## config.mk

```make
export PLATFORM = sky130hd
export DESIGN_NAME = tdcref_ctrl
export DESIGN_NICKNAME = d
export VERILOG_FILES = /design/src/hdl/tdcref_pkg.sv /design/src/hdl/tdcref_ctrl.sv
export SDC_FILE = /design/constraint.sdc
export NUM_CORES = 1
export LEC_CHECK = 0
export ABC_AREA = 1
export ABC_CLOCK_PERIOD_IN_PS = 1100
export BUFFER_PORTS_ARGS = -buffer_cell sky130_fd_sc_hd__buf_2
export CAP_MARGIN = 10
export CELL_PAD_IN_SITES_DETAIL_PLACEMENT = 1
export CELL_PAD_IN_SITES_GLOBAL_PLACEMENT = 2
export CORE_MARGIN = 2
export CORE_UTILIZATION = 18
export DETAILED_ROUTE_END_ITERATION = 12
export GPL_ROUTABILITY_DRIVEN = 1
export PLACE_DENSITY_LB_ADDON = 0.1
export SYNTH_ARGS = -nofsm -noshare
export SYNTH_HDL_FRONTEND = slang
export SYNTH_SLANG_ARGS = --single-unit
```

## constraint.sdc

```tcl
create_clock -name clk -period 1.1 [get_ports clk]
set_input_delay 0.22 -clock clk [delete_from_list [all_inputs] [get_ports clk]]
set_output_delay 0.22 -clock clk [all_outputs]
set_load 0.05 [all_outputs]
```

## src/hdl/tdcref_pkg.sv

```systemverilog
// Package: shared types and constants of the TDC edge time reference correction block.
package tdcref_pkg;

  localparam int CH_W     = 10;
  localparam int EPOCH_W  = 28;
  localparam int COARSE_W = 11;
  localparam int FINE_W   = 10;
  localparam int CAL_W    = 21;
  localparam int TIME_W   = 46;
  localparam int SPACE_W  = 8;

  // Epoch bits that survive the shift by the coarse width into 32 bits
  localparam int EPOCH_KEEP_W = 32 - COARSE_W;
  localparam int TICKS_W      = 32;
  localparam int PROD_W       = 45;

  localparam logic [12:0]       COARSE_PS    = 13'd5000;
  localparam logic [TIME_W-1:0] REF_WIDTH_PS = TIME_W'(10000);

  // Request type codes
  localparam logic [1:0] REQ_EDGE      = 2'd0;
  localparam logic [1:0] REQ_CAL_WRITE = 2'd1;
  localparam logic [1:0] REQ_EVT_START = 2'd2;

  typedef enum logic [3:0] {
    ST_CLEAR,
    ST_IDLE,
    ST_DIV,
    ST_DECIDE,
    ST_SUB,
    ST_EMIT_REL,
    ST_EMIT_NOREF,
    ST_EMIT_REF_RISE,
    ST_EMIT_REF_FALL
  } state_t;

  typedef enum logic [1:0] {
    OSEL_REF_RISE,
    OSEL_REF_FALL,
    OSEL_NOREF,
    OSEL_REL
  } out_sel_t;

  typedef struct packed {
    logic     accept;
    logic     clr;
    logic     store_ref;
    logic     out_load;
    out_sel_t out_sel;
  } cmd_t;

  typedef struct packed {
    logic clr_last;
    logic div_busy;
    logic is_ref;
    logic rising;
    logic tdc_ok;
    logic out_free;
  } sts_t;

endpackage

```

## src/hdl/tdcref_ctrl.sv

```systemverilog
// Controller: sequences clearing, division, lookup and result emission.
module tdcref_ctrl
  import tdcref_pkg::*;
(
  input  logic       clk,
  input  logic       rst_n,
  input  logic       in_tvalid,
  input  logic [1:0] in_req,
  input  sts_t       sts,
  output cmd_t       cmd,
  output logic       in_tready
);

  state_t state_r;
  state_t state_nxt;

  always_ff @(posedge clk) begin
    if (!rst_n) begin
      state_r <= ST_CLEAR;
    end else begin
      state_r <= state_nxt;
    end
  end

  always_comb begin
    state_nxt     = state_r;
    in_tready     = 1'b0;
    cmd.accept    = 1'b0;
    cmd.clr       = 1'b0;
    cmd.store_ref = 1'b0;
    cmd.out_load  = 1'b0;
    cmd.out_sel   = OSEL_REL;
    case (state_r)
      ST_CLEAR: begin
        cmd.clr = 1'b1;
        if (sts.clr_last) begin
          state_nxt = ST_IDLE;
        end
      end
      ST_IDLE: begin
        in_tready = 1'b1;
        if (in_tvalid) begin
          cmd.accept = 1'b1;
          if (in_req == REQ_EDGE) begin
            state_nxt = ST_DIV;
          end
        end
      end
      ST_DIV: begin
        if (!sts.div_busy) begin
          state_nxt = ST_DECIDE;
        end
      end
      ST_DECIDE: begin
        if (sts.is_ref) begin
          // drop falling edges of reference channels
          if (sts.rising) begin
            cmd.store_ref = 1'b1;
            state_nxt     = ST_EMIT_REF_RISE;
          end else begin
            state_nxt = ST_IDLE;
          end
        end else if (!sts.tdc_ok) begin
          state_nxt = ST_EMIT_NOREF;
        end else begin
          state_nxt = ST_SUB;
        end
      end
      ST_SUB: begin
        state_nxt = ST_EMIT_REL;
      end
      ST_EMIT_REL: begin
        cmd.out_sel = OSEL_REL;
        if (sts.out_free) begin
          cmd.out_load = 1'b1;
          state_nxt    = ST_IDLE;
        end
      end
      ST_EMIT_NOREF: begin
        cmd.out_sel = OSEL_NOREF;
        if (sts.out_free) begin
          cmd.out_load = 1'b1;
          state_nxt    = ST_IDLE;
        end
      end
      ST_EMIT_REF_RISE: begin
        cmd.out_sel = OSEL_REF_RISE;
        if (sts.out_free) begin
          cmd.out_load = 1'b1;
          state_nxt    = ST_EMIT_REF_FALL;
        end
      end
      ST_EMIT_REF_FALL: begin
        cmd.out_sel = OSEL_REF_FALL;
        if (sts.out_free) begin
          cmd.out_load = 1'b1;
          state_nxt    = ST_IDLE;
        end
      end
      default: begin
        state_nxt = ST_IDLE;
      end
    endcase
  end

endmodule

```

* After elaboration in Yosys (flattened, before gate mapping)
Index checks and enable logic that the tools add are counted.
** Operators by class
- Multiplexer cells :: 19
- Reductions and logical operators :: 4
- Eq/ne operators :: 14
** Operators by type and width (count)
- 2-to-1 mux 4 bit :: 7
- case mux 4 bit (7 select lines) :: 1
- equality test 4 x 3 -> 1 bit (second input constant) :: 4
- case mux 3 bit (4 select lines) :: 1
- != test 2 bit (second input constant) :: 5
- equality test 4 x 2 -> 1 bit (second input constant) :: 2
- 2-to-1 mux 1 bit :: 8
- AND reduction 6 bit :: 1
- equality test 4 x 1 -> 1 bit (second input constant) :: 1
- equality test 4 bit (second input constant) :: 1
- zero test 4 bit :: 1
- 2-to-1 mux 3 bit :: 1
- OR reduction 3 bit :: 1
- zero test 2 bit :: 1
- 2-to-1 mux 2 bit :: 1
- != test 2 x 1 -> 1 bit (second input constant) :: 1
** Storage, ports and cells
- Bits of input ports :: 11
- Logic and storage cells :: 38
- Output and inout port bits :: 7
- Register bits :: 4

* Depth between registers and ports, before layout
Gate-level depths: netlist of the first run.
- Depth after elaboration :: 4
- Gate-level depth with buffers :: 9
- Mapped depth without buffers :: 9

* Worst setup path after synthesis of the first run
No wires, ideal clock.
- Path type :: register to output
- Start point :: register state_r[2]
- End point :: output cmd[2] (netlist bit)
- Required time :: 0.880 ns
- Arrival :: 1.421 ns
- Stages on the path, launching flop included :: 5
- Path slack :: -0.541 ns
- Buffers on the path :: 0
- Path through :: dfxtp_1 > inv_2 > nor2_2 > nand2_2 > a21oi_1
** RTL lines
- from (decl) :: line tdcref_ctrl.sv:14 : state_t state_r;
- from (signal assigned) :: line tdcref_ctrl.sv:21 : state_r <= state_nxt;
- to (decl) :: line tdcref_ctrl.sv:10 : output cmd_t cmd,

==> metrics.txt, run 1 <==
outcome finished with violations; violated checks setup timing; detailed placer's ending HPWL 1210 µm; Die Span Y 51.2 µm; CTS tree yes; # rows 17; largest area contributor in the synthesized netlist sky130_fd_sc_hd__dfxtp_1; largest registers state_r (4); Period Utilization, post-route 1.30; count of cell types in the netlist 15; met1 GRT Util 0.140; hold buffer count at CTS 0; Cells after Synth 73; Root Driver sky130_fd_sc_hd__clkbuf_4; Top-Level Pins 18; Layout area overhead 123%; max FFs per register 4; largest fanout on the critical path 4; number of stages on the worst hold path 3; total nets after synthesis 84; CTS clock-pin slew for the worst setup and hold paths 40 ps; placeable core region 2170 µm²; number of nets at the end of the flow 126; vias after detailed routing 563; Hold Path Sink state_r[0]; count of non-filler cells in the finished layout 142; startpoint of the lowest-slack register-to-register path state_r[0]; sum of negative setup slack -2800 ps; met3 Use GR 0.0175; wire length per cell 10.2 µm; remaining design rule violation count 0; Final min period 1430 ps; fraction of final layout cells with drive strength greater than 1 0.658; placed instance count 132; clock sinks 4; synthesized area 402 µm²; combinational family with the most area after synthesis simple AND/OR/NAND/NOR gates; leading cell types by total area after synthesis sky130_fd_sc_hd__dfxtp_1 (20%), sky130_fd_sc_hd__nand2_1 (20%), sky130_fd_sc_hd__nor2_1 (14%); start point of the worst hold path rst_n; Reg with most FFs state_r; Static Leakage 0.460 nW; cell depth of the worst flop-to-flop path 10; maximum achievable frequency 700 MHz; vias per cell 3.96; class of the tightest hold or removal check in -> reg; top cell type's share of synthesized area 0.199; effective utilization at floorplan 0.185; startpoint type of the worst setup path register; number of maximum-capacitance constraint violations 0; CTS H-Tree Depth 1; Pwr Density 2640 nW/µm²; largest net degree at the start of global routing 7; area of the die 2630 µm²; most heavily used metal layer in global routing met2; number of clock buffers inserted by TritonCTS 3; kind of end point of the critical path output pin; sequential fraction of the synthesis area 0.199; wire length of the first global-routing pass 2290 µm; Overflow after GRT 0; number of nets with antenna violations after routing 0; All-Layer GR Usage 0.122; worst flop-to-flop path endpoint state_r[3]; number of iterations in the first detailed-routing pass 2; final wirelength 1450 µm; endpoint arrival time on the critical path 1210 ps; setup violation total in the final timing report 11; Final Core Density 0.413; mean instance size in the synthesized netlist 5.50 µm²; Register-to-Register Setup Slack -220 ps; count of port buffers added during placement 17; via count of the first global-routing pass 565; maximum vdd ir drop 1.25 mV; weighted congestion at the end of routability-driven global placement 0.734; arithmetic-cell share of the synthesized area counting full adders, half adders and majority gates 0; transition time at the pin with the least slew margin 189 ps; multiplexer share of the synthesized area 0; number of synthesized register bits 4; Rel. slew slack 0.873; met2 Usage GRT 0.214; Worst Clk Skew 3.41 ps; final setup slack of the worst path -330 ps; clock latency reported for the late side of the worst-skew pair 250 ps; initial antenna violation count 0; Compound-Gate Fraction of Synth Area 0.0561; diode insertion count for antenna repair 0; required time reported for the critical path endpoint 880 ps; Max clock buf depth 2; final number of hold-violating endpoints 0; post-synthesis share of cell area spent on and, or, nand and nor gates 0.614; Crit Path Class reg -> out; Iteration-0 DRC Markers 1; max-slew violation count 0; RSZ-0062 raised after global routing yes; Die Wd 51.2 µm; share of the synthesized netlist area taken by xor and xnor gates 0; count of synthesis-stage warnings from yosys 0
[cell usage after synthesis (all sizes together)]
cell,n
a31oi,1
dfxtp,4
nand2,26
nand4,1
nand3,3
o22ai,1
inv,14
a21oi,2
nor2,20
nand3b,1
[where the power goes]
| group | internal [mW] | total, mW | leakage, nW | switching (mW) |
|---|---|---|---|---|
| Combinational | 0.803 | 1.81 | 0.410 | 1.01 |
| Clock | 0.137 | 0.215 | 0.0150 | 0.0782 |
| Sequential | 0.227 | 0.342 | 0.0356 | 0.115 |
| Total | 1.17 | 2.37 | 0.460 | 1.20 |
[stage by stage]
stage / hold slack, ps / setup slack, ps / cell area, µm² / power, mW
floorplan: 331 / -113 / 487 / 1.31
global placement: 484 / -198 / 712 / 1.82
detailed placement: 480 / -197 / 712 / 1.83
CTS: 213 / -331 / 868 / 2.36
global route: 214 / -388 / 897 / 2.56
finish: 221 / -330 / 897 / 2.37
[layer usage]
metal / wire [µm] / vias to the layer above
li1: - / 305
met1: 647 / 246
met2: 748 / 10
met3: 32 / 2
met4: 21 / 0
met5: 0 / -
[layout by cell type (no fill, tap or decap), drive strengths merged]
cell,instances
clkbuf,4
nand3,3
nand3b,1
inv,13
nand4,1
a21oi,2
nand2,26
o22ai,1
buf,37
a31oi,1
nor2,20
clkinvlp,1
dfxtp,4
[critical path, stage by stage (launching register included)]
cell and delay [ps]:
sky130_fd_sc_hd__dfxtp_4 380, sky130_fd_sc_hd__inv_6 50, sky130_fd_sc_hd__nor2_4 140, sky130_fd_sc_hd__nand2_4 80
sky130_fd_sc_hd__a21oi_4 140, sky130_fd_sc_hd__buf_6 160
[cells by family (layout without fill, tap and decap cells)]
logic type | after synthesis | after routing
AOI/OAI and AO/OA | 4 | 4
and+or+nand+nor | 51 | 51
buffers and inverters | 14 | 55
DFF | 4 | 4
[worst max-delay path by stage]
stage	startpoint	endpoint	slack (ps)	cells past startpoint
2_1_floorplan	state_r[1]	cmd[2]	-110	3
4_1_cts	state_r[0]	cmd[5]	-330	5
3_3_place_gp	state_r[3]	cmd[3]	-200	6
5_1_grt	state_r[0]	cmd[2]	-390	5
3_5_place_dp	state_r[1]	cmd[1]	-200	6
6_report	state_r[2]	cmd[2]	-330	5
[what timing repair did]
item                       CTS  global route
setup buffers                5             1
cloned                       0             0
setup endpoints to repair   11            11
gates resized for setup     29             6
pin swaps                    9             4
[cell type report]
| cell class | count | area [µm²] |
|---|---|---|
| fill | 280 | 1270 |
| multi-input combinational | 55 | 387 |
| timing repair buffer | 37 | 290 |
| sequential | 4 | 95.1 |
| inverter | 14 | 63.8 |
| tap | 28 | 35.0 |
| clock buffer | 4 | 26.3 |
(Power assumes the default switching activity.)
==> run 2: changes to the inputs <==
--- a/config.mk
+++ b/config.mk
@@ -8,11 +8,10 @@
 export ABC_AREA = 1
 export ABC_CLOCK_PERIOD_IN_PS = 1100
 export BUFFER_PORTS_ARGS = -buffer_cell sky130_fd_sc_hd__buf_2
-export CAP_MARGIN = 10
-export CELL_PAD_IN_SITES_DETAIL_PLACEMENT = 1
-export CELL_PAD_IN_SITES_GLOBAL_PLACEMENT = 2
+export CELL_PAD_IN_SITES_DETAIL_PLACEMENT = 0
+export CELL_PAD_IN_SITES_GLOBAL_PLACEMENT = 1
 export CORE_MARGIN = 2
-export CORE_UTILIZATION = 18
+export CORE_UTILIZATION = 25
 export DETAILED_ROUTE_END_ITERATION = 12
 export GPL_ROUTABILITY_DRIVEN = 1
 export PLACE_DENSITY_LB_ADDON = 0.1
==> run 2 against run 1 <==
Effect of this change:
- the run still ends with setup timing left
- final cell count fell by 9.9%
- largest cell class unchanged
- sequential power barely moved
- non-clock buffer count fell by 2
- total power fell by 5.3%
- maximum frequency rose by 1.3%
- first-iteration DRC count rose to 10 times the previous value
- global-route usage rose by 0.15 points
- via count fell by 1.1%
==> metrics.txt, run 2 (same netlist as run 1, synthesis figures left out) <==
outcome finished with violations; violated checks setup timing; Reg power frac 0.152 (+0.008); power share of the combinational group 0.758 (-0.007); via count of the first global-routing pass 526 (-6.9%); worst flop-to-flop path endpoint state_r[3]; max-slew violation count 0 (unchanged); count of port buffers added during placement 17 (unchanged); number of iterations in the first detailed-routing pass 4 (+2); diode insertion count for antenna repair 0 (unchanged); final number of hold-violating endpoints 0 (unchanged); start point of the worst hold path rst_n; RSZ-0062 raised after global routing yes; # rows 14 (-3); Iteration-0 DRC Markers 10 (+9); sum of negative setup slack -2460 ps (+343 ps); detailed placer's ending HPWL 888 µm (-26%); Die Wd 44.1 µm (-14%); number of nets with antenna violations after routing 0 (unchanged); Worst Clk Skew 5.00 ps (+1.59 ps); endpoint arrival time on the critical path 1190 ps (-20 ps); fraction of final layout cells with drive strength greater than 1 0.634 (-0.0240); most frequent cells in the layout sky130_fd_sc_hd__nand2_1 (17), sky130_fd_sc_hd__buf_4 (17), sky130_fd_sc_hd__nor2_4 (10), sky130_fd_sc_hd__nor2_1 (10), sky130_fd_sc_hd__buf_2 (10); weighted congestion at the end of routability-driven global placement 0.716 (-2.5%); setup violation total in the final timing report 11 (unchanged); Rel. slew slack 0.873 (about the same); wire length of the first global-routing pass 1840 µm (-20%); Internal Power 1.10 mW (-5.6%); critical path's largest stage delay 360 ps (-20 ps); total power draw 2.25 mW (-5.3%); CTS H-Tree Depth 1 (unchanged); Max clock buf depth 2 (unchanged); max FFs per register 4 (unchanged); final setup slack of the worst path -312 ps (+17.8 ps); largest net degree at the start of global routing 7 (unchanged); transition time at the pin with the least slew margin 190 ps (+0.903 ps); Crit Path Class reg -> out; Die Span Y 44.1 µm (-14%); number of stages on the worst hold path 3 (unchanged); clock sinks 4 (unchanged); All-Layer GR Usage 0.123 (+0.00154); Hold Path Sink state_r[0]; startpoint of the lowest-slack register-to-register path state_r[0]; Final min period 1410 ps (-17.8 ps); Top-Level Pins 18 (unchanged); Pwr Density 2610 nW/µm² (-1.4%); critical path, cell by cell nor2_4, nand3_4, a21oi_4, buf_6; Final Core Density 0.572 (+0.159); switching power total 1.14 mW (-4.9%); Layout area overhead 115%; vias after detailed routing 557 (-1.1%); Placed Area 689 µm² (-3.2%); clock power share 0.090 (about the same); placeable core region 1510 µm² (-31%); area of the die 1940 µm² (-26%); hold buffer count at CTS 0 (unchanged); post-route cell area 862 µm² (-3.9%); kind of end point of the critical path output pin; Overflow after GRT 0 (unchanged); required time reported for the critical path endpoint 880 ps (about the same); Reg with most FFs state_r; sw frac 0.510 (+0.00199); effective utilization at floorplan 0.267 (+0.0815); number of nets at the end of the flow 124 (-1.6%); largest registers state_r (4); clock latency reported for the late side of the worst-skew pair 240 ps (about the same); Static Leakage 0.445 nW (-3.3%); CTS tree yes; number of maximum-capacitance constraint violations 0 (unchanged); vias per cell 4.35 (+9.8%); CTS clock-pin slew for the worst setup and hold paths 40 ps (about the same); Root Driver sky130_fd_sc_hd__clkbuf_4; Period Utilization, post-route 1.28 (-0.0162); largest fanout on the critical path 4 (unchanged); startpoint type of the worst setup path register; initial antenna violation count 0 (unchanged); cell depth of the worst flop-to-flop path 9 (-1); number of clock buffers inserted by TritonCTS 3 (unchanged); remaining design rule violation count 0 (unchanged); wire length per cell 9.14 µm (-10%); maximum vdd ir drop 1.14 mV (-8.9%); maximum achievable frequency 708 MHz (+1.3%); CP max-delay cell sky130_fd_sc_hd__dfxtp_4; worst hold slack 229 ps (+7.26 ps); final wirelength 1170 µm (-19%); Register-to-Register Setup Slack -190 ps (+30 ps); class of the tightest hold or removal check in -> reg
[run 2: final cells by class]
cell class	count	area (µm²)
well taps	16	20.0
multi-input cells	55	385
repair buffers	35	272
flip-flops and latches	4	95.1
inverters	14	63.8
clock buffers	4	26.3
fillers	137	644
[run 2: worst max-delay path: cells and delay by family, from the launching register on]
family | cells | cell delay (ps)
and+or+nand+nor | 2 | 270
DFF | 1 | 360
buffers and inverters | 1 | 170
AOI/OAI and AO/OA | 1 | 150
[run 2: worst max path at each step]
stage | startpoint | endpoint | slack (ps) | depth (start not counted)
2_1_floorplan | state_r[1] | cmd[2] | -110 | 3
3_3_place_gp | state_r[3] | cmd[3] | -190 | 6
3_5_place_dp | state_r[0] | cmd[1] | -170 | 6
4_1_cts | state_r[1] | cmd[1] | -320 | 6
5_1_grt | state_r[0] | cmd[2] | -350 | 4
6_report | state_r[0] | cmd[2] | -310 | 4
[run 2: power by group through the flow]
stage	combinational (mW)	sequential (mW)	clock [mW]
after CTS	1.63	0.337	0.211
after global placement	1.42	0.299	0
final	1.70	0.342	0.202
after floorplan	1.01	0.297	0
after detailed placement	1.41	0.299	0
after global routing	1.85	0.352	0.214
[run 2: through the flow]
stage	cells	setup slack (ps)
5_1_grt	128	-353
3_5_place_dp	119	-174
4_1_cts	126	-315
3_3_place_gp	119	-185
6_report	128	-312
2_1_floorplan	73	-113
[run 2: per-layer routing]
| metal | wire (µm) | global-route usage | part of all wire |
|---|---|---|---|
| met3 | 46 | 0.0122 | 0.039 |
| met2 | 636 | 0.221 | 0.54 |
| met5 | 0 | 0 | 0 |
| met4 | 0 | 0.0545 | 0 |
| met1 | 487 | 0.147 | 0.42 |
[run 2: what timing repair did]
item	4_1_cts	5_1_grt
gates cloned	0	0
endpoints found under the hold margin	0	0
resized for setup	29	4
buffers inserted	3	2
endpoints found under the setup margin	11	11
pin swaps	8	7
==> run 3: changes to the inputs <==
--- a/config.mk
+++ b/config.mk
@@ -7,12 +7,12 @@
 export LEC_CHECK = 0
 export ABC_AREA = 1
 export ABC_CLOCK_PERIOD_IN_PS = 1100
-export BUFFER_PORTS_ARGS = -buffer_cell sky130_fd_sc_hd__buf_2
 export CELL_PAD_IN_SITES_DETAIL_PLACEMENT = 0
 export CELL_PAD_IN_SITES_GLOBAL_PLACEMENT = 1
-export CORE_MARGIN = 2
-export CORE_UTILIZATION = 25
+export CORE_AREA = 2 2 39 41
 export DETAILED_ROUTE_END_ITERATION = 12
+export DIE_AREA = 0 0 41 43
+export DONT_BUFFER_PORTS = 1
 export GPL_ROUTABILITY_DRIVEN = 1
 export PLACE_DENSITY_LB_ADDON = 0.1
 export SYNTH_ARGS = -nofsm -noshare
==> run 3 against run 2 <==
Effect of this change:
- the flow still finishes with violations (setup timing)
- sequential cell count unchanged
- via count down 4.5%
- final area up 3.3%
- core utilization up 7.2 points
- highest routed layer is now met4
- wire length up 6.5%
- die area down 9.3%
- final cell count down 3.1%
- critical path type unchanged
- clock skew down 0.65 ps
- sequential power about the same
- non-clock buffer count down 4
- combinational power up 12%
==> metrics.txt, run 3 (same netlist as run 1, synthesis figures left out) <==
outcome finished with violations; violated checks setup timing; Worst Clk Skew 4.34 ps (-0.655 ps); largest registers state_r (4); final number of hold-violating endpoints 0 (unchanged); CTS clock-pin slew for the worst setup and hold paths 40 ps (about the same); CP max-delay cell sky130_fd_sc_hd__dfxtp_4; initial antenna violation count 0 (unchanged); startpoint of the lowest-slack register-to-register path state_r[2]; transition time at the pin with the least slew margin 247 ps (+56.6 ps); vias after detailed routing 532 (-4.5%); count of port buffers added during placement 0 (-17); Iteration-0 DRC Markers 2 (-8); RSZ-0062 raised after global routing yes; largest net degree at the start of global routing 7 (unchanged); remaining design rule violation count 0 (unchanged); Reg power frac 0.140 (-0.012); vias per cell 4.29 (-1.4%); Static Leakage 0.442 nW (-0.73%); number of nets with antenna violations after routing 0 (unchanged); Crit Path Class reg -> out; Layout fillers 130 (-5.1%); endpoint arrival time on the critical path 1190 ps (about the same); fraction of final layout cells with drive strength greater than 1 0.667 (+0.0327); Hold Path Sink state_r[0]; most common cell after layout, fill and taps aside sky130_fd_sc_hd__buf_4; met1 GRT Util 0.196 (+0.0490); sum of negative setup slack -2580 ps (-124 ps); class of the tightest hold or removal check in -> reg; maximum vdd ir drop 1.16 mV (+1.6%); final setup slack of the worst path -313 ps (-1.05 ps); wire length of the first global-routing pass 1960 µm (+6.8%); via count of the first global-routing pass 531 (+0.95%); Die Wd 41 µm (-7.0%); Pwr Density 2730 nW/µm² (+5.0%); All-Layer GR Usage 0.166 (+0.0426); switching power total 1.18 mW (+2.7%); total power draw 2.44 mW (+8.5%); Internal Power 1.26 mW (+15%); critical path, cell by cell inv_6, nor2_4, nand2_2, a21oi_4, buf_12; Reg with most FFs state_r; met2 Usage GRT 0.259 (+0.0388); kind of end point of the critical path output pin; Rel. slew slack 0.835 (-0.0376); most frequent cells in the layout sky130_fd_sc_hd__buf_4 (24), sky130_fd_sc_hd__nand2_1 (14), sky130_fd_sc_hd__nor2_4 (9), sky130_fd_sc_hd__nor2_1 (9), sky130_fd_sc_hd__nand2_2 (8); CTS H-Tree Depth 1 (unchanged); clock latency reported for the late side of the worst-skew pair 240 ps (about the same); worst flop-to-flop path endpoint state_r[0]; power share of the combinational group 0.780 (+0.022); start point of the worst hold path rst_n; Root Driver sky130_fd_sc_hd__clkbuf_4; detailed placer's ending HPWL 863 µm (-2.8%); effective utilization at floorplan 0.290 (+0.0236); Register-to-Register Setup Slack -270 ps (-80 ps); Overflow after GRT 0 (unchanged); number of nets at the end of the flow 120 (-3.2%); largest fanout on the critical path 4 (unchanged); final wirelength 1250 µm (+6.5%); area of the die 1760 µm² (-9.3%); Max clock buf depth 2 (unchanged); startpoint type of the worst setup path register; Top-Level Pins 18 (unchanged); max FFs per register 4 (unchanged); # rows 14 (unchanged); most heavily used metal layer in global routing met2; setup violation total in the final timing report 11 (unchanged); required time reported for the critical path endpoint 880 ps (about the same); worst hold slack 90.1 ps (-139 ps); diode insertion count for antenna repair 0 (unchanged); sw frac 0.482 (-0.0273); post-route cell area 891 µm² (+3.3%); number of stages on the worst hold path 2 (-1); clock sinks 4 (unchanged); Period Utilization, post-route 1.28 (about the same); number of iterations in the first detailed-routing pass 2 (-2); critical path's largest stage delay 370 ps (about the same); CTS tree yes; origin of the worst setup path state_r[2]; max-slew violation count 0 (unchanged); hold buffer count at CTS 0 (unchanged); Layout area overhead 122%; placeable core region 1380 µm² (-8.1%); met3 Use GR 0.0157 (+0.00346); weighted congestion at the end of routability-driven global placement 0.744 (+3.9%); cell depth of the worst flop-to-flop path 10 (+1); number of maximum-capacitance constraint violations 0 (unchanged); number of clock buffers inserted by TritonCTS 3 (unchanged); maximum achievable frequency 708 MHz (about the same); Die Span Y 43 µm (-2.5%); wire length per cell 10.0 µm (+9.9%); Final min period 1410 ps (+1.05 ps); Placed Area 697 µm² (+1.1%); clock power share 0.080 (-0.010)
run 3: final cells by class:
cell class / count / area (µm²) / area share
multi-input cells: 55 / 383 / 0.430
clock buffers: 4 / 26.3 / 0.0295
repair buffers: 31 / 303 / 0.340
flip-flops and latches: 4 / 95.1 / 0.107
well taps: 16 / 20.0 / 0.0225
inverters: 14 / 63.8 / 0.0716
run 3: critical path: cells and delay by family, from the launching register on:
| family | cells | cell delay, ps |
|---|---|---|
| simple gates | 2 | 220 |
| buf+inv | 2 | 200 |
| flops | 1 | 370 |
| compound gates | 1 | 170 |
run 3: layer usage:
layer  vias to the layer above  share of wire
li1                        292              -
met1                       230           0.40
met2                         8           0.57
met3                         2          0.019
met4                         0         0.0064
met5                         -              0
run 3: worst max path at each step:
| stage | endpoint | slack [ps] | depth (start not counted) |
|---|---|---|---|
| floorplan | cmd[2] | -110 | 3 |
| global placement | cmd[2] | -140 | 4 |
| detailed placement | state_r[1] | -160 | 8 |
| CTS | cmd[2] | -310 | 4 |
| global route | cmd[2] | -370 | 4 |
| finish | cmd[2] | -310 | 5 |
run 3: per-stage QoR:
| step | cells | setup WS, ps | util |
|---|---|---|---|
| final | 124 | -313 | 0.644 |
| after global routing | 124 | -366 | 0.644 |
| after CTS | 122 | -308 | 0.617 |
| after detailed placement | 106 | -158 | 0.504 |
| after global placement | 106 | -141 | 0.504 |
| after floorplan | 73 | -113 | - |
run 3: what timing repair did:
item                       CTS  global route
setup buffers               12             2
resized for setup           14             7
setup endpoints to repair   11            11
pin swaps                   14             2
run 3: power groups by stage:
stage          combinational (mW)  clock [mW]  sequential, mW
2_1_floorplan                1.01           0           0.297
4_1_cts                      1.80       0.208           0.334
5_1_grt                      2.05       0.223           0.346
3_3_place_gp                 1.51           0           0.304
6_report                     1.90       0.196           0.341
3_5_place_dp                 1.52           0           0.306
